**src/sv/msft_pkg.sv**
```systemverilog
// ----------------------------------------------------------------------------
// msft_pkg - shared types and constants of the field tokenizer
// Register indexes, reset values, field widths and separator helpers.
// ----------------------------------------------------------------------------
package msft_pkg;

	localparam int FIELD_W              = 12;
	localparam int SEP_W                = 18;
	localparam int SEP_REGS             = 4;
	localparam int CFG_IDX_W            = 3;
	localparam int NUM_SEPARATORS_DEF   = 4;
	localparam int MAX_SEPARATOR_LENGTH = 2;
	localparam int MAX_LINE_LENGTH      = 4096;

	// Longest separator the length code may select.
	localparam int LEN_CAP_I = (MAX_SEPARATOR_LENGTH < 2) ? MAX_SEPARATOR_LENGTH : 2;
	localparam logic [1:0] LEN_CAP = 2'(LEN_CAP_I);

	// Saturation point of byte positions and field start.
	localparam int POS_LIMIT_I = ((MAX_LINE_LENGTH - 1) < 4095) ? (MAX_LINE_LENGTH - 1) : 4095;
	localparam logic [FIELD_W-1:0] POS_LIMIT = FIELD_W'(POS_LIMIT_I);
	localparam logic [FIELD_W-1:0] FIELD_MAX = '1;

	// Register indexes on the configuration port.
	localparam logic [CFG_IDX_W-1:0] REG_SEP_A    = 3'd0;
	localparam logic [CFG_IDX_W-1:0] REG_SEP_B    = 3'd1;
	localparam logic [CFG_IDX_W-1:0] REG_SEP_C    = 3'd2;
	localparam logic [CFG_IDX_W-1:0] REG_SEP_D    = 3'd3;
	localparam logic [CFG_IDX_W-1:0] REG_COLLAPSE = 3'd4;

	// Reset patterns: tab and space, each one byte long.
	localparam logic [SEP_W-1:0] SEP_A_RST = 18'h10009;
	localparam logic [SEP_W-1:0] SEP_B_RST = 18'h10020;
	localparam logic [SEP_W-1:0] SEP_OFF   = 18'h00000;

	typedef logic [SEP_REGS-1:0][SEP_W-1:0] sep_bank_t;

	typedef struct packed {
		logic       hit;
		logic [1:0] hit_len;
	} msft_hit_t;

	// Effective length of a separator pattern, capped.
	function automatic logic [1:0] sep_len(input logic [SEP_W-1:0] pat);
		logic [1:0] code;
		code = pat[17:16];
		return (code > LEN_CAP) ? LEN_CAP : code;
	endfunction

endpackage

```
**src/sv/msft_match.sv**
```systemverilog
// ----------------------------------------------------------------------------
// msft_match - separator match tracker
// Holds one match position per separator and flags the first completion.
// ----------------------------------------------------------------------------
module msft_match
	import msft_pkg::*;
#(
	parameter int NUM_SEPARATORS = NUM_SEPARATORS_DEF
) (
	input  logic       clk,
	input  logic       arst_n,
	input  logic       step,
	input  logic [7:0] data_byte,
	input  logic       line_end,
	input  sep_bank_t  sep,
	output msft_hit_t  res
);

	logic [NUM_SEPARATORS-1:0] prog_q;
	logic [NUM_SEPARATORS-1:0] prog_nxt;
	logic [NUM_SEPARATORS-1:0] done;
	logic [1:0]                len [NUM_SEPARATORS];

	for (genvar i = 0; i < NUM_SEPARATORS; i++) begin : g_sep
		if (i < SEP_REGS) begin : g_reg
			logic       k;
			logic [7:0] want;
			logic       hit_byte;
			assign len[i]      = sep_len(sep[i]);
			// Take a stale position beyond the pattern as the start.
			assign k           = prog_q[i] && (len[i] > 2'd1);
			assign want        = k ? sep[i][15:8] : sep[i][7:0];
			assign hit_byte    = (len[i] != 2'd0) && (want == data_byte);
			assign done[i]     = hit_byte && ({1'b0, k} + 2'd1 == len[i]);
			assign prog_nxt[i] = hit_byte && !done[i];
		end else begin : g_off
			assign len[i]      = 2'd0;
			assign done[i]     = 1'b0;
			assign prog_nxt[i] = 1'b0;
		end
	end

	// Lowest index wins.
	always_comb begin
		res = '0;
		for (int i = NUM_SEPARATORS - 1; i >= 0; i--) begin
			if (done[i]) begin
				res.hit     = 1'b1;
				res.hit_len = len[i];
			end
		end
	end

	always_ff @(posedge clk or negedge arst_n) begin
		if (!arst_n) begin
			prog_q <= '0;
		end else if (step) begin
			if (res.hit || line_end) begin
				prog_q <= '0;
			end else begin
				prog_q <= prog_nxt;
			end
		end
	end

	a_hit_clears: assert property (@(posedge clk) disable iff (!arst_n)
		step && res.hit |=> prog_q == '0)
		else $error("match positions not cleared after a separator hit");

	a_hit_len: assert property (@(posedge clk) disable iff (!arst_n)
		res.hit |-> (res.hit_len != 2'd0 && res.hit_len <= LEN_CAP))
		else $error("separator hit with a bad length");

	a_line_clears: assert property (@(posedge clk) disable iff (!arst_n)
		step && line_end |=> prog_q == '0)
		else $error("match positions survive a line end");

endmodule

```
**src/sv/multi_separator_field_tokenizer_unit.sv**
```systemverilog
// ----------------------------------------------------------------------------
// multi_separator_field_tokenizer_unit - multi-separator field tokenizer
// Splits a byte stream into fields at up to four configurable separators.
// ----------------------------------------------------------------------------
// Usage:
//  - Slave stream carries one character per word in s_tdata[7:0]; s_tlast
//    marks the final byte of a line.
//  - Master stream emits one word per byte that reports a field or ends a
//    line (m_tlast high on a line's last byte, with the field count of the line).
//    m_tuser flags whether the word reports a field.
//  - Bytes that neither close a field nor end a line produce no word.
//  - An accepted byte passes the input register, then the result register.
//    Throughput: one byte per cycle unless the receiver stalls; the match
//    compare, the length arithmetic and the counter update all settle
//    between the input register and the result register.
//  - When the receiver stalls, the result register holds; the input stage
//    still takes one more byte, then s_tready drops until the result drains.
//  - Reset clears the line state and restores the default separators
//    (tab and space, collapsing on). Write configuration only while idle.
// ----------------------------------------------------------------------------
module multi_separator_field_tokenizer_unit
	import msft_pkg::*;
#(
	parameter int NUM_SEPARATORS = NUM_SEPARATORS_DEF
) (
	input  logic                 clk,
	input  logic                 arst_n,
	// Configuration write port
	input  logic                 cfg_we,
	input  logic [CFG_IDX_W-1:0] cfg_index,
	input  logic [SEP_W-1:0]     cfg_data,
	// Input stream
	input  logic                 s_tvalid,
	output logic                 s_tready,
	input  logic [7:0]           s_tdata,   // [7:0] data_byte
	input  logic                 s_tlast,   // line_end
	// Result stream
	output logic                 m_tvalid,
	input  logic                 m_tready,
	// [11:0] field_start, [23:12] field_length, [35:24] field_number,
	// [47:36] fields_in_line
	output logic [47:0]          m_tdata,
	output logic                 m_tuser,   // field_valid
	output logic                 m_tlast    // line_done
);

	// Configuration registers
	sep_bank_t sep_q;
	logic      collapse_q;

	// Input stage
	logic       valid_s1;
	logic [7:0] data_s1;
	logic       last_s1;

	// Line state
	logic [FIELD_W-1:0] pos_q;
	logic [FIELD_W-1:0] fstart_q;
	logic [FIELD_W-1:0] fcount_q;

	// Result register
	logic               out_valid_q;
	logic               fvalid_q;
	logic               done_q;
	logic [FIELD_W-1:0] fs_q;
	logic [FIELD_W-1:0] fl_q;
	logic [FIELD_W-1:0] fnum_q;
	logic [FIELD_W-1:0] fin_q;

	logic      advance;
	msft_hit_t hit;

	logic [FIELD_W:0]   next_pos;
	logic [FIELD_W:0]   match_start;
	logic [FIELD_W:0]   len_hit;
	logic [FIELD_W:0]   len_tail;
	logic [FIELD_W:0]   len_sel;
	logic               emit;
	logic [FIELD_W-1:0] fcount_nxt;
	logic [FIELD_W-1:0] next_sat;

	// Move the held byte forward when the result register is free or drains.
	assign advance  = valid_s1 && (!out_valid_q || m_tready);
	assign s_tready = !valid_s1 || advance;

	always_ff @(posedge clk or negedge arst_n) begin
		if (!arst_n) begin
			sep_q[0]   <= SEP_A_RST;
			sep_q[1]   <= SEP_B_RST;
			sep_q[2]   <= SEP_OFF;
			sep_q[3]   <= SEP_OFF;
			collapse_q <= 1'b1;
		end else if (cfg_we) begin
			unique case (cfg_index)
				REG_SEP_A:    sep_q[0]   <= cfg_data;
				REG_SEP_B:    sep_q[1]   <= cfg_data;
				REG_SEP_C:    sep_q[2]   <= cfg_data;
				REG_SEP_D:    sep_q[3]   <= cfg_data;
				REG_COLLAPSE: collapse_q <= cfg_data[0];
				default: ;
			endcase
		end
	end

	always_ff @(posedge clk or negedge arst_n) begin
		if (!arst_n) begin
			valid_s1 <= 1'b0;
		end else if (s_tready) begin
			valid_s1 <= s_tvalid;
		end
	end

	always_ff @(posedge clk) begin
		if (s_tready && s_tvalid) begin
			data_s1 <= s_tdata;
			last_s1 <= s_tlast;
		end
	end

	msft_match #(
		.NUM_SEPARATORS(NUM_SEPARATORS)
	) u_match (
		.clk      (clk),
		.arst_n   (arst_n),
		.step     (advance),
		.data_byte(data_s1),
		.line_end (last_s1),
		.sep      (sep_q),
		.res      (hit)
	);

	// Field end is the byte where the separator began; an overlap with the
	// previous separator leaves an empty field.
	always_comb begin
		next_pos    = {1'b0, pos_q} + (FIELD_W + 1)'(1);
		match_start = (next_pos >= (FIELD_W + 1)'(hit.hit_len))
			? next_pos - (FIELD_W + 1)'(hit.hit_len) : '0;
		len_hit     = (match_start > {1'b0, fstart_q})
			? match_start - {1'b0, fstart_q} : '0;
		len_tail    = (next_pos > {1'b0, fstart_q})
			? next_pos - {1'b0, fstart_q} : '0;
		len_sel     = hit.hit ? len_hit : len_tail;
		if (hit.hit) begin
			emit = !collapse_q || (len_hit != '0);
		end else begin
			emit = last_s1 && (len_tail != '0);
		end
		fcount_nxt = (emit && fcount_q != FIELD_MAX) ? fcount_q + FIELD_W'(1) : fcount_q;
		next_sat   = (next_pos > {1'b0, POS_LIMIT}) ? POS_LIMIT : next_pos[FIELD_W-1:0];
	end

	always_ff @(posedge clk or negedge arst_n) begin
		if (!arst_n) begin
			pos_q    <= '0;
			fstart_q <= '0;
			fcount_q <= '0;
		end else if (advance) begin
			if (last_s1) begin
				pos_q    <= '0;
				fstart_q <= '0;
				fcount_q <= '0;
			end else begin
				pos_q    <= next_sat;
				fcount_q <= fcount_nxt;
				if (hit.hit) begin
					fstart_q <= next_sat;
				end
			end
		end
	end

	// Result valid: load on advance, drop once taken.
	always_ff @(posedge clk or negedge arst_n) begin
		if (!arst_n) begin
			out_valid_q <= 1'b0;
		end else if (advance) begin
			out_valid_q <= emit || last_s1;
		end else if (m_tready) begin
			out_valid_q <= 1'b0;
		end
	end

	always_ff @(posedge clk) begin
		if (advance) begin
			fvalid_q <= emit;
			done_q   <= last_s1;
			fs_q     <= emit ? fstart_q : '0;
			fnum_q   <= emit ? fcount_q : '0;
			fin_q    <= last_s1 ? fcount_nxt : '0;
			if (!emit) begin
				fl_q <= '0;
			end else if (len_sel[FIELD_W]) begin
				fl_q <= FIELD_MAX;
			end else begin
				fl_q <= len_sel[FIELD_W-1:0];
			end
		end
	end

	assign m_tvalid = out_valid_q;
	assign m_tuser  = fvalid_q;
	assign m_tlast  = done_q;
	assign m_tdata  = {fin_q, fnum_q, fl_q, fs_q};

endmodule

```
**config.mk**
```make
export PLATFORM = sky130hd
export DESIGN_NAME = multi_separator_field_tokenizer_unit
export DESIGN_NICKNAME = d
export VERILOG_FILES = /design/src/sv/msft_pkg.sv /design/src/sv/msft_match.sv /design/src/sv/multi_separator_field_tokenizer_unit.sv
export SDC_FILE = /design/constraint.sdc
export NUM_CORES = 1
export LEC_CHECK = 0
export BUFFER_PORTS_ARGS = -buffer_cell sky130_fd_sc_hd__buf_4
export CAP_MARGIN = 30
export CORE_MARGIN = 2
export CORE_UTILIZATION = 35
export DETAILED_ROUTE_END_ITERATION = 10
export PLACE_DENSITY = 0.55
export SYNTH_ARGS = -nofsm -noshare
export SYNTH_HDL_FRONTEND = slang
export SYNTH_SLANG_ARGS = --single-unit
```
**constraint.sdc**
```tcl
create_clock -name clk -period 7.3 [get_ports clk]
set_input_delay 1.825 -clock clk [delete_from_list [all_inputs] [get_ports clk]]
set_output_delay 1.825 -clock clk [all_outputs]
set_load 0.01 [all_outputs]
```
=== Word level (Yosys, flattened, before mapping) ===
Cells that the tools add are included.

* Muxes and demuxes: 27
* Order comparisons: 12
* Eq/ne operators: 13
* Reductions and logical operators: 47
* Add/subtract/negate cells: 9

{| class="wikitable"
|+ Operator list
! kind !! count
|-
| 12-bit two-way mux || 7
|-
| 13-bit two-way mux || 4
|-
| 8-bit equality test || 4
|-
| 8-bit two-way mux || 4
|-
| 13-bit by 12-bit > comparator with 1-bit output || 2
|-
| 13-bit nonzero test || 2
|-
| 13-bit by 12-bit subtractor with 13-bit output || 2
|-
| 1-bit logical AND || 20
|-
| 12-bit by 1-bit adder with 13-bit output (second input constant) || 1
|-
| 13-bit by 2-bit >= comparator with 1-bit output || 1
|-
| 13-bit by 12-bit > comparator with 1-bit output (second input constant) || 1
|-
| 13-bit by 2-bit subtractor with 13-bit output || 1
|-
| 12-bit by 1-bit adder with 12-bit output (second input constant) || 1
|-
| 3-bit two-way mux || 4
|-
| 12-bit != test (second input constant) || 1
|-
| 2-bit AND reduction || 6
|-
| 2-bit nonzero test || 6
|-
| 1-bit by 1-bit adder with 2-bit output (second input constant) || 4
|-
| 2-bit equality test || 4
|-
| 2-bit by 1-bit > comparator with 1-bit output (second input constant) || 4
|-
| 2-bit > comparator (second input constant) || 4
|-
| 2-bit two-way mux || 4
|-
| 1-bit zero test || 7
|-
| 3-bit by 2-bit equality test with 1-bit output (second input constant) || 2
|-
| 6 further kinds || 12
|}

* Flip-flop bits (word level): 174
* Output and inout bits: 52

=== Longest topological paths before layout ===
Gate-level depths: netlist of run 1.

* Depth after elaboration: 22
* Gate-level depth with buffers: 31
* Depth with buffers taken out: 29

=== Modules after synthesis ===
A second synthesis of run 1 with hierarchy kept.

* Cells, all modules: 1079
* Area, all modules: 10975.5 um2

{| class="wikitable"
|+ By module, submodules not included
! module !! seq. area each (um2) !! instances !! area each (um2) !! cells each
|-
| multi_separator_field_tokenizer_unit || 4556.9 || 1 || 9561.7 || 879
|-
| msft_match || 100.1 || 1 || 1413.9 || 200
|}

=== Worst setup path after synthesis of run 1 ===
Ideal clock, no wire load.

* Path kind: register to register
* Start point: reg u_match.prog_q[1]
* End point: reg fl_q[10], data pin
* Cell stages (with the launch flop): 29
* Data arrival time: 5916 ps
* Buffers on the path: 2
* Required time: 7030 ps
* Path slack: 1113 ps
* Clock period less this slack: 6187 ps
* Setup time: 270 ps
* Path through: dfrtp_1 and2_4 a221o_1 a311o_1 or4_1 or3_1 nor2_1 a21oi_1 a21oi_1 ha_1 inv_1 fa_1 nor4_1 a31o_2 a21boi_1 xnor2_1 nor2_1 ha_1 a21oi_1 inv_1 or3_1 o21bai_1 o21ai_0 nor3b_1 a211oi_4 nor2_2 buf_2 buf_2 a21oi_1

* Cells in the longest elaborated chain, start to end: 14
* Elaborated cells between the ends (all ways): 20

{| class="wikitable"
|+ Ends and longest elaborated chain
! item !! RTL line !! text
|-
| from (decl) || msft_match.sv:19 || <nowiki>logic [NUM_SEPARATORS-1:0] prog_q;</nowiki>
|-
| from (signal assigned) || msft_match.sv:61 || <nowiki>prog_q <= prog_nxt;</nowiki>
|-
| 1-bit logical AND * || msft_match.sv:31 || <nowiki>assign k = prog_q[i] && (len[i] > 2'd1);</nowiki>
|-
| 8-bit two-way mux || msft_match.sv:32 || <nowiki>assign want = k ? sep[i][15:8] : sep[i][7:0];</nowiki>
|-
| 8-bit equality test || msft_match.sv:33 || <nowiki>assign hit_byte = (len[i] != 2'd0) && (want == data_byte);</nowiki>
|-
| 1-bit logical AND || msft_match.sv:33 ||
|-
| 1-bit logical AND * || msft_match.sv:34 || <nowiki>assign done[i] = hit_byte && ({1'b0, k} + 2'd1 == len[i]);</nowiki>
|-
| 3-bit two-way mux * (2 in a row) || msft_match.sv:47 || <nowiki>if (done[i]) begin</nowiki>
|-
| 13-bit by 2-bit subtractor with 13-bit output / 13-bit by 2-bit >= comparator with 1-bit output (equally long branches) || multi_separator_field_tokenizer_unit.sv:137, multi_separator_field_tokenizer_unit.sv:136 ||
|-
| 13-bit two-way mux || multi_separator_field_tokenizer_unit.sv:137 || <nowiki>? next_pos - (FIELD_W + 1)'(hit.hit_len) : '0;</nowiki>
|-
| 13-bit by 12-bit subtractor with 13-bit output / 13-bit by 12-bit > comparator with 1-bit output (equally long branches) || multi_separator_field_tokenizer_unit.sv:139, multi_separator_field_tokenizer_unit.sv:138 ||
|-
| 13-bit two-way mux || multi_separator_field_tokenizer_unit.sv:139 || <nowiki>? match_start - {1'b0, fstart_q} : '0;</nowiki>
|-
| 13-bit nonzero test || multi_separator_field_tokenizer_unit.sv:144 || <nowiki>emit = !collapse_q || (len_hit != '0);</nowiki>
|-
| 1-bit logical OR || multi_separator_field_tokenizer_unit.sv:144 ||
|-
| 1-bit two-way mux || multi_separator_field_tokenizer_unit.sv:143 || <nowiki>if (hit.hit) begin</nowiki>
|-
| to (signal assigned) || multi_separator_field_tokenizer_unit.sv:195 || <nowiki>fl_q <= len_sel[FIELD_W-1:0];</nowiki>
|-
| to (decl) || multi_separator_field_tokenizer_unit.sv:66 || <nowiki>logic [FIELD_W-1:0] fl_q;</nowiki>
|}

Mark *: on every way between the ends. The rest lies on a longest branch, timed or not.
A chain may end at the register's enable or synchronous reset.

=== Worst setup path in the final report of run 1 ===
* Start point: reg u_match.prog_q[1]
* End point: reg fin_q[8], data pin

* Cells in the longest elaborated chain, start to end: 16
* Elaborated cells between the ends (all ways): 20

{| class="wikitable"
|+ Ends and longest elaborated chain
! item !! RTL line !! text
|-
| 1-bit logical AND * || msft_match.sv:31 ||
|-
| 8-bit two-way mux || msft_match.sv:32 ||
|-
| 8-bit equality test || msft_match.sv:33 ||
|-
| 1-bit logical AND || msft_match.sv:33 ||
|-
| 1-bit logical AND * || msft_match.sv:34 ||
|-
| 3-bit two-way mux * (2 in a row) || msft_match.sv:47 ||
|-
| 13-bit by 2-bit subtractor with 13-bit output / 13-bit by 2-bit >= comparator with 1-bit output (equally long branches) || multi_separator_field_tokenizer_unit.sv:137, multi_separator_field_tokenizer_unit.sv:136 ||
|-
| 13-bit two-way mux || multi_separator_field_tokenizer_unit.sv:137 ||
|-
| 13-bit by 12-bit subtractor with 13-bit output / 13-bit by 12-bit > comparator with 1-bit output (equally long branches) || multi_separator_field_tokenizer_unit.sv:139, multi_separator_field_tokenizer_unit.sv:138 ||
|-
| 13-bit two-way mux || multi_separator_field_tokenizer_unit.sv:139 ||
|-
| 13-bit nonzero test || multi_separator_field_tokenizer_unit.sv:144 ||
|-
| 1-bit logical OR || multi_separator_field_tokenizer_unit.sv:144 ||
|-
| 1-bit two-way mux * || multi_separator_field_tokenizer_unit.sv:143 ||
|-
| 1-bit logical AND * || multi_separator_field_tokenizer_unit.sv:148 || <nowiki>fcount_nxt = (emit && fcount_q != FIELD_MAX) ? fcount_q + FIELD_W'(1) : fcount_q;</nowiki>
|-
| 12-bit two-way mux * || multi_separator_field_tokenizer_unit.sv:148 ||
|-
| to (signal assigned) || multi_separator_field_tokenizer_unit.sv:189 || <nowiki>fin_q <= last_s1 ? fcount_nxt : '0;</nowiki>
|-
| to (decl) || multi_separator_field_tokenizer_unit.sv:68 || <nowiki>logic [FIELD_W-1:0] fin_q;</nowiki>
|}

Marks and branches as above.

==> run_results.csv, run 1 <==
group,metric,value,unit
status,outcome,"finished, final reports clean",
die,start_util,35.5,%
pwr,power.density,312,nW/um^2
route,vias,7998,
clock_network,clock_path_buffers,2,
critical_path,crit_top_cell,"a21oi_1",
timing,clock_skew,19.1,ps
critical_path,r2r_start,"u_match.prog_q[1]",
route,drt_iter0_drc,622,
timing,fin_crit_sh,93.3,%
placement,gp_congestion,0.911,
grt,grt_pass1_wl,44000,um
final_layout,utilization,41.4,%
route,drt-pass1-iter-count,5,
grt,grt_max_degree,77,
logic_synthesis,synth-edff-count,59,
logic_synthesis,synth_top_area_share,25.9,%
run,cap_violations,0,
timing,tns,0,ps
logic_synthesis,synthesis.nets,1097,
logic_synthesis,synthCells,1026,
pwr,ir_worst_vdd,0.144,mV
timing,slew_viol_final,0,
route,via_per_inst,5.32,
logic_synthesis,synth_most_common_cell,"dfrtp_1",
critical_path,crit_type,"flop to flop",
clock_network,root_buffer,"clkbuf_16",
logic_synthesis,seq_area_frac_synth,44.3,%
min_path,holdPathStages,2,
die,num_io_pins,87,
pwr,p_leak,5.24,nW
clock_network,htree_levels,4,
clock_network,cts_tree,"done",
timing,setup_viol,0,
logic_synthesis,synth-seq-cells,174,
critical_path,r2r_slack,490,ps
critical_path,r2r-end,"fin_q[8]",
placement,port_buffers,86,
min_path,hp-start,"fstart_q[2]",
grt,overflow,0,
clock_network,clock_sinks,174,
critical_path,slowest_delay,460,ps
die,placeableCoreArea,29600,sq um
logic_synthesis,synthFlopType,"dfrtp_1",
route,wl,27200,um
clock_network,cts_buffers,17,
min_path,whs_endpoint,"fstart_q[2]",
grt,track_usage,17.9,%
min_path,hold_path_class,"flop to flop",
route,ant_nets,0,
timing,max_freq,147,MHz
route,route.detailed.drc,0,
die,die_w,177,um
final_layout,syn_to_final_growth,16.7,%
clock_network,hold_buffers,0,
logic_synthesis,ys_types,102,
timing,rsz0062_at_grt,"false",
clock_network,clk_latency,450,ps
final_layout,diodes,0,
grt,grt_pass1_vias,7888,
placement,hpwl,19800,um
critical_path,r2r_cells,29,
final_layout,fin_nets,1171,
timing,maxSlewHeadroom,38.9,%
final_layout,fin_cells,1503,
critical_path,critPathMaxFanout,17,
logic_synthesis,synthTopCellsByCount,"109 x dfrtp_1, 83 x nand2_1, 72 x mux2_2",
critical_path,crit_buf_inv,3,
final_layout,drive_above_1_share,22.9,%
clock_network,clkTransAtPathRegs,80,ps
logic_synthesis,ys_top_cells_by_area,"dfrtp_1 26%, edfxtp_1 17%, mux2_2 7.7%, ha_1 3.9%, xnor2_1 3.3%",
critical_path,path_delay_family,"simple AND/OR/NAND/NOR gates",
placement,post-place-cells,1466,
critical_path,crit_required,7470,ps
critical_path,worstPathArrival,6980,ps
die,fp-row-count,63,
logic_synthesis,syn_area,10500,sq um
die,die_area,31400,sq um
die,die_h,177,um
critical_path,slowest_stage,"or4_1",
logic_synthesis,syn_avg_cell_area,10.2,sq um
logic_synthesis,yosys_warnings,0,
grt,grt_antenna_before_repair,0,
critical_path,start_kind,"flop",
timing,worstMarginPinSlew,916,ps
timing,hold_viol,0,
critical_path,crit_path_end_kind,"flop",
logic_synthesis,async_flop_share,66.1,%
route,post_drt_wl_per_cell,18.1,um
timing,finalCriticalPeriod,6810,ps
logic_synthesis,yosys.area.top_type,"dfrtp_1",
## where the power goes
part           internal [W]  switching [W]
clock network      0.000484       0.000510
logic              0.000632       0.000850
registers           0.00120       0.000148
total               0.00232        0.00151
## worst max path at each step
stage / cells after the start / from / slack [ps] / endpoint
finish: 29 / u_match.prog_q[1] / 490 / fin_q[8]
global route: 29 / data_s1[1] / 2 / fin_q[8]
CTS: 26 / data_s1[6] / 290 / fcount_q[0]
detailed placement: 27 / u_match.prog_q[1] / 360 / fcount_q[0]
global placement: 28 / data_s1[1] / 500 / fin_q[8]
floorplan: 28 / u_match.prog_q[1] / 1110 / fl_q[10]
## kinds of logic (layout without fill, tap and decap cells)
family / Yosys count / in the layout / synth area share, %
simple gates: 341 / 341 / 17.5
compound gates: 205 / 205 / 13.3
flops: 174 / 174 / 44.3
buf+inv: 101 / 188 / 4.03
mux: 99 / 99 / 10.4
xor+xnor: 70 / 70 / 5.90
fa+ha+maj: 36 / 36 / 4.50
## worst min-delay path, cell delays in order (launching register included)
cell     delay [ps]
dfrtp_1         340
nand2_1          50
o31ai_1          50
## through the flow
step	area, sq um	hold WS [ps]	worst slack [ps]	total power (W)
2_1_floorplan	10500	449	1110	0.00238
3_3_place_gp	11600	464	497	0.00280
3_5_place_dp	11600	467	363	0.00281
4_1_cts	12200	485	293	0.00382
5_1_grt	12300	522	1.98	0.00407
6_report	12300	481	490	0.00383
## timing repair
action | in CTS | in global routing
resized for setup | 0 | 6
endpoints found under the hold margin | 0 | 0
buffers inserted | 0 | 5
setup endpoints to repair | 0 | 53
## per-layer routing
layer	part of all wire [%]	vias up	track usage [%]
met4	1.8	0	5.12
met3	3.7	32	2.46
met5	0	-	0
met1	47	3880	24.4
li1	-	3882	-
met2	47	204	29.6
## final cells by class
type                    count  area, sq um
well taps                 390          488
flip-flops and latches    174         4660
fillers                  2939        17400
clock inverters            15          218
clock buffers              17          425
multi-input cells         751         5500
inverters                  51          191
repair buffers            105          788
## sequential cells by signal, indices dropped and copies added (netlist names), 12 cells and up
register	count
fl_q	12
pos_q	12
fcount_q	12
fnum_q	12
sep_q	72
fstart_q	12
fin_q	12
fs_q	12
## cell usage in the layout, fill, tap and decap left out, types with 18 or more instances in the layout
cell type  synthesis  layout
dfrtp_1          109     109
buf_4              5     105
nand2_1           83      83
mux2_2            72      72
a21oi_1           69      69
nor2_1            59      59
edfxtp_1          59      59
inv_1             48      48
xnor2_1           40      40
nand3_1           34      34
ha_1              33      33
o21ai_0           32      32
xor2_1            29      29
nand2b_1          22      22
mux2i_1           20      20
and3_1            18      18
nor3_1            18      18
Note: power is estimated with default switching activity, not from simulation.
==> run 2, diff against run 1 <==
- MAX_ROUTING_LAYER: not set -> met4
==> run 2 against run 1 <==
Effect of this change:
- fmax decreased by 1.5%
- utilization decreased by 0.15 points
- register-to-register slack got worse by 110 ps
- largest power group unchanged
==> run_results.csv, run 2 (synthesis results as in run 1) <==
group,metric,value,unit
final_layout,diodes,0,
timing,max_freq,145,MHz
min_path,hold_path_class,"flop to flop",
final_layout,utilization,41.2,%
final_layout,multi_input_area,5480,sq um
final_layout,layout.cells.most_common,"dfrtp_1",
timing,worstMarginPinSlew,925,ps
critical_path,worstPathArrival,7240,ps
final_layout,fillers,2927,
grt,grt_pass1_wl,44000,um
clock_network,root_buffer,"clkbuf_16",
route,met2WireLength,13400,um
grt,overflow,0,
final_layout,final_cell_mix,"109 x dfrtp_1, 107 x buf_4, 83 x nand2_1",
clock_network,clkTransAtPathRegs,80,ps
route,via_per_inst,5.38,
status,outcome,"finished, final reports clean",
final_layout,fin_area,12200,sq um
final_layout,drive_above_1_share,22.8,%
die,placeableCoreArea,29600,sq um
timing,tns,0,ps
timing,rsz0062_at_grt,"false",
die,fp-row-count,63,
pwr,switching_share,39.4,%
route,post_drt_wl_per_cell,18.6,um
critical_path,r2r-end,"fcount_q[0]",
final_layout,largest_reg_flops,72,
clock_network,clock_sinks,174,
route,dr_wl_met3,1140,um
critical_path,critPathCapture,"fcount_q[0]",
critical_path,critPathMaxFanout,11,
placement,port_buffers,86,
clock_network,cts_buffers,17,
grt,track_usage,18.7,%
timing,fin_crit_sh,94.8,%
route,top_layer,"met4",
clock_network,clock_path_buffers,2,
placement,dpl-instance-area,11500,sq um
pwr,power.internal,0.00228,W
final_layout,fin_nets,1173,
timing,setup_viol,0,
critical_path,crit_type,"flop to flop",
clock_network,hold_buffers,0,
pwr,power_frac_seq,35.8,%
die,die_h,177,um
placement,gp_congestion,0.889,
grt,grt_pass1_vias,7742,
critical_path,r2r_slack,380,ps
route,route.detailed.drc,0,
pwr,power.density,308,nW/um^2
route,wl,28000,um
pwr,power_frac_clock,24.7,%
clock_network,clk_latency,440,ps
route,wl_met1,13000,um
timing,finalCriticalPeriod,6920,ps
route,ant_nets,0,
clock_network,cts_tree,"done",
route,drt_iter0_drc,577,
final_layout,seqCellArea,4660,sq um
timing,hold_viol,0,
die,die_w,177,um
timing,maxSlewHeadroom,38.3,%
timing,slew_viol_final,0,
critical_path,r2r_start,"u_match.prog_q[1]",
placement,hpwl,20300,um
die,start_util,35.5,%
final_layout,largest-register,"sep_q",
final_layout,syn_to_final_growth,16.3,%
route,drt-pass1-iter-count,7,
pwr,combPwrFrac,39.5,%
grt,grt_antenna_before_repair,0,
pwr,p_leak,5.23,nW
critical_path,crit_path_end_kind,"flop",
grt,grt_max_degree,77,
route,vias,8097,
run,cap_violations,0,
die,die_area,31400,sq um
pwr,p_sw,0.00148,W
critical_path,crit_required,7620,ps
critical_path,r2r_cells,27,
pwr,ir_worst_vdd,0.149,mV
timing,clock_skew,12.8,ps
clock_network,htree_levels,4,
die,num_io_pins,87,
critical_path,start_kind,"flop",
critical_path,crit_path_start,"u_match.prog_q[1]",
## run 2: cell count changes in the layout (fill, tap and decap cells not counted), sizes merged
cell	before	now
clkbuf	17	18
clkinv	6	8
inv	60	57
buf	105	107
## run 2: critical path: stages (launching register included)
cell,delay (ps)
dfrtp_1,450
and2_4,210
a221o_1,290
a311o_1,260
or4_1,450
or3_1,350
nor2_1,110
a21oi_1,70
a21oi_1,180
ha_1,180
inv_1,70
fa_1,430
nor4_1,300
a31o_2,200
a21boi_2,290
xnor2_1,90
nor2_1,160
ha_1,300
a21oi_1,160
inv_1,70
or3_1,300
o21bai_1,220
xor2_1,150
and4_1,230
a211oi_4,390
o21a_2,360
mux2_1,350
a22o_1,170
## run 2: what timing repair did
| action | CTS | global route |
|---|---|---|
| setup buffers | 0 | 8 |
| gates resized for setup | 0 | 5 |
| endpoints found under the setup margin | 0 | 58 |
## run 2: metal layers
layer  vias up  GRT usage [%]
li1       3895              -
met3        35           2.74
met1      3964           24.8
met2       203           29.7
met4         0           5.36
met5         -              -
## run 2: power groups by stage
stage          registers [W]  logic (W)  clock network [W]
3_3_place_gp         0.00137    0.00145                  0
4_1_cts              0.00135    0.00147           0.000954
5_1_grt              0.00137    0.00164           0.000998
3_5_place_dp         0.00137    0.00147                  0
6_report             0.00135    0.00148           0.000930
2_1_floorplan        0.00133    0.00105                  0
## run 2: final cells by class
class                           instances  share of cell area, %
Multi-Input combinational cell        751                   44.9
Tap cell                              390                   3.99
Timing Repair Buffer                  107                   6.57
Clock inverter                         14                   1.41
Inverter                               51                   1.57
Sequential cell                       174                   38.1
Clock buffer                           18                   3.51
## run 2: worst min path at each step
stage	to	slack, ps	cells after the start	from
detailed placement	fstart_q[2]	470	2	fstart_q[2]
global route	sep_q[8]	520	1	sep_q[8]
global placement	fstart_q[2]	470	2	fstart_q[2]
floorplan	fstart_q[2]	450	2	fstart_q[2]
finish	fstart_q[2]	480	2	fstart_q[2]
CTS	fstart_q[2]	490	2	fstart_q[2]
## run 2: stage by stage
step	hold slack, ps	power, W	setup slack, ps	instances
detailed placement	469	0.00283	138	1465
global placement	466	0.00282	303	1465
finish	484	0.00376	383	1505
global route	519	0.00401	1.31	1505
floorplan	449	0.00238	1110	1026
CTS	487	0.00377	147	1497
==> run 3, diff against run 2 <==
- SYNTH_HIERARCHICAL: not set -> 1
==> run 3 against run 2 <==
Effect of this change:
- register-to-register slack better by 20 ps
- largest power group unchanged
- synthesized area up 4.4%
- sequential power about the same
- sequential share of layout area down 1.6 points
- final cell count up 4.9%
- worst setup slack better by 19 ps
- design area up 4.5%
- utilization up 0.30 points
- largest cell class unchanged
- first-iteration DRC count up 22%
- clock power up 4.7%
- fmax up 0.27%
==> run_results.csv, run 3 <==
group,metric,value,unit
die,die_w,181,um
route,wl,30800,um
pwr,power_frac_clock,24.7,%
placement,hpwl,22800,um
timing,finalCriticalPeriod,6900,ps
pwr,combPwrFrac,41.2,%
logic_synthesis,synth-edff-count,59,
clock_network,clk_latency,440,ps
clock_network,clock_sinks,174,
die,die_h,181,um
critical_path,slowest_stage,"or4_1",
critical_path,slowest_delay,550,ps
status,outcome,"finished, final reports clean",
logic_synthesis,yosys_warnings,6,
clock_network,cts-resized-gates,0,
clock_network,cts_buffers,17,
logic_synthesis,synthTopCellsByCount,"109 x dfrtp_1, 98 x nand2_1, 84 x mux2_2",
grt,overflow,0,
final_layout,largest-register,"sep_q",
route,via_per_inst,5.50,
logic_synthesis,syn_avg_cell_area,10.2,sq um
final_layout,largest_reg_flops,72,
final_layout,final_cell_mix,"123 x buf_4, 106 x dfrtp_1, 98 x nand2_1",
grt,grt_pass1_wl,49200,um
clock_network,root_buffer,"clkbuf_16",
timing,clock_skew,15.2,ps
route,route.detailed.drc,0,
critical_path,crit_type,"flop to flop",
pwr,power.internal,0.00244,W
logic_synthesis,ys_types,96,
timing,worstMarginPinSlew,811,ps
final_layout,syn_to_final_growth,16.4,%
timing,hold_viol,0,
logic_synthesis,async_flop_share,66.1,%
pwr,p_leak,5.32,nW
final_layout,diodes,0,
route,drt_iter0_drc,703,
critical_path,start_kind,"flop",
timing,fin_ws,402,ps
placement,gp_congestion,0.943,
clock_network,clkTransAtPathRegs,80,ps
die,start_util,35.7,%
timing,setup_viol,0,
clock_network,clock_path_buffers,2,
grt,grt_max_degree,60,
placement,preCtsSetupSlack,74.3,ps
critical_path,critPathMaxFanout,13,
die,placeableCoreArea,30700,sq um
logic_synthesis,syn_area,11000,sq um
final_layout,fin_nets,1242,
final_layout,layout.cells.most_common,"buf_4",
placement,port_buffers,86,
timing,slew_viol_final,0,
clock_network,htree_levels,4,
critical_path,crit_path_end_kind,"flop",
logic_synthesis,synthCells,1079,
route,ant_nets,0,
route,post_drt_wl_per_cell,19.5,um
final_layout,drive_above_1_share,25.5,%
pwr,ir_worst_vdd,0.179,mV
pwr,power_frac_seq,34.1,%
pwr,switching_share,38.1,%
clock_network,cts_tree,"done",
grt,grt_pass1_vias,8668,
timing,fin_crit_sh,94.5,%
grt,grt_antenna_before_repair,0,
logic_synthesis,ys_top_cells_by_area,"dfrtp_1 25%, edfxtp_1 16%, mux2_2 8.6%, ha_1 3.9%, nand2_1 3.4%",
critical_path,crit_required,7490,ps
die,fp-row-count,64,
route,vias,8683,
die,num_io_pins,87,
pwr,p_sw,0.00151,W
timing,tns,0,ps
pwr,power.density,309,nW/um^2
clock_network,hold_buffers,0,
min_path,hold_path_class,"flop to flop",
logic_synthesis,synthFlopType,"dfrtp_1",
timing,maxSlewHeadroom,46.0,%
route,drt-pass1-iter-count,5,
timing,max_freq,145,MHz
grt,track_usage,19.6,%
critical_path,worstPathArrival,7090,ps
logic_synthesis,synthesis.nets,1151,
clock_network,post_cts_buffers,0,
pwr,power,0.00395,W
logic_synthesis,synth_top_area_share,24.9,%
run,cap_violations,0,
logic_synthesis,synth-seq-cells,174,
logic_synthesis,synth_most_common_cell,"dfrtp_1",
logic_synthesis,yosys.area.top_type,"dfrtp_1",
logic_synthesis,seq_area_frac_synth,42.4,%
die,die_area,32800,sq um
run 3: cell types whose count changed after synthesis, moves of 7 or more:
cell | before | now
a21oi_1 | 69 | 51
nand2_1 | 83 | 98
mux2_2 | 72 | 84
or3_1 | 8 | 20
and3_1 | 18 | 9
a21oi_2 | 0 | 8
and2_1 | 17 | 25
o21ai_2 | 0 | 8
xnor2_1 | 40 | 32
buf_6 | 1 | 8
o311ai_0 | 0 | 7
xor2_1 | 29 | 22
run 3: logic make-up (layout without fill, tap and decap cells):
| family | after synthesis | count (layout) | share of synthesized area [%] |
|---|---|---|---|
| flops | 174 | 174 | 42.4 |
| buf+inv | 107 | 211 | 4.67 |
| simple gates | 356 | 356 | 17.1 |
| fa+ha+maj | 37 | 37 | 4.42 |
| compound gates | 253 | 253 | 17.2 |
| xor+xnor | 54 | 54 | 4.31 |
| mux | 98 | 98 | 9.90 |
run 3: final cells by class:
cell class | instances | area (sq um)
multi-input cells | 798 | 5880
well taps | 396 | 495
flip-flops and latches | 174 | 4660
fillers | 3054 | 18000
clock buffers | 17 | 425
repair buffers | 123 | 923
inverters | 56 | 210
clock inverters | 15 | 181
run 3: worst paths after layout:
path	end	startpoint	slack (ps)	cells after the start
min in group asynchronous	sep_q[36]	arst_n	1480	1
max in group asynchronous	u_match/prog_q[2]	arst_n	4570	2
setup reg to reg	fin_q[10]	u_match/prog_q[2]	400	29
hold / removal	fstart_q[2]	fstart_q[2]	490	2
setup / recovery	fin_q[10]	u_match/prog_q[2]	400	29
hold reg to reg	fstart_q[2]	fstart_q[2]	490	2
run 3: through the flow:
step           utilization (%)  std cells  cell area, sq um  hold WS, ps
2_1_floorplan                -       1079             11000          449
3_3_place_gp              39.4       1547             12100          464
3_5_place_dp              39.4       1547             12100          480
4_1_cts                   41.4       1579             12700          496
5_1_grt                   41.5       1579             12800          519
6_report                  41.5       1579             12800          494
run 3: critical path: cells and delay by family (launching register included):
family	cells	cell delay, ps
simple gates	9	2430
fa+ha+maj	3	860
xor+xnor	2	320
compound gates	10	1730
buf+inv	4	500
flops	1	480
mux	1	310
run 3: per-layer routing:
layer / wire (um) / vias up / share of wire (%) / global-route usage [%]
met5: 0 / - / 0 / -
met4: 641 / 0 / 2.1 / 6.08
met3: 1240 / 38 / 4.0 / 3.23
met2: 15000 / 212 / 49 / 32.2
met1: 13900 / 4251 / 45 / 24.9
li1: - / 4182 / - / -
run 3: power by group through the flow:
stage / sequential [W] / clock [W] / combinational (W)
finish: 0.00135 / 0.000974 / 0.00163
global route: 0.00137 / 0.00103 / 0.00178
CTS: 0.00135 / 0.000994 / 0.00161
detailed placement: 0.00137 / 0 / 0.00160
global placement: 0.00136 / 0 / 0.00160
floorplan: 0.00133 / 0 / 0.00114
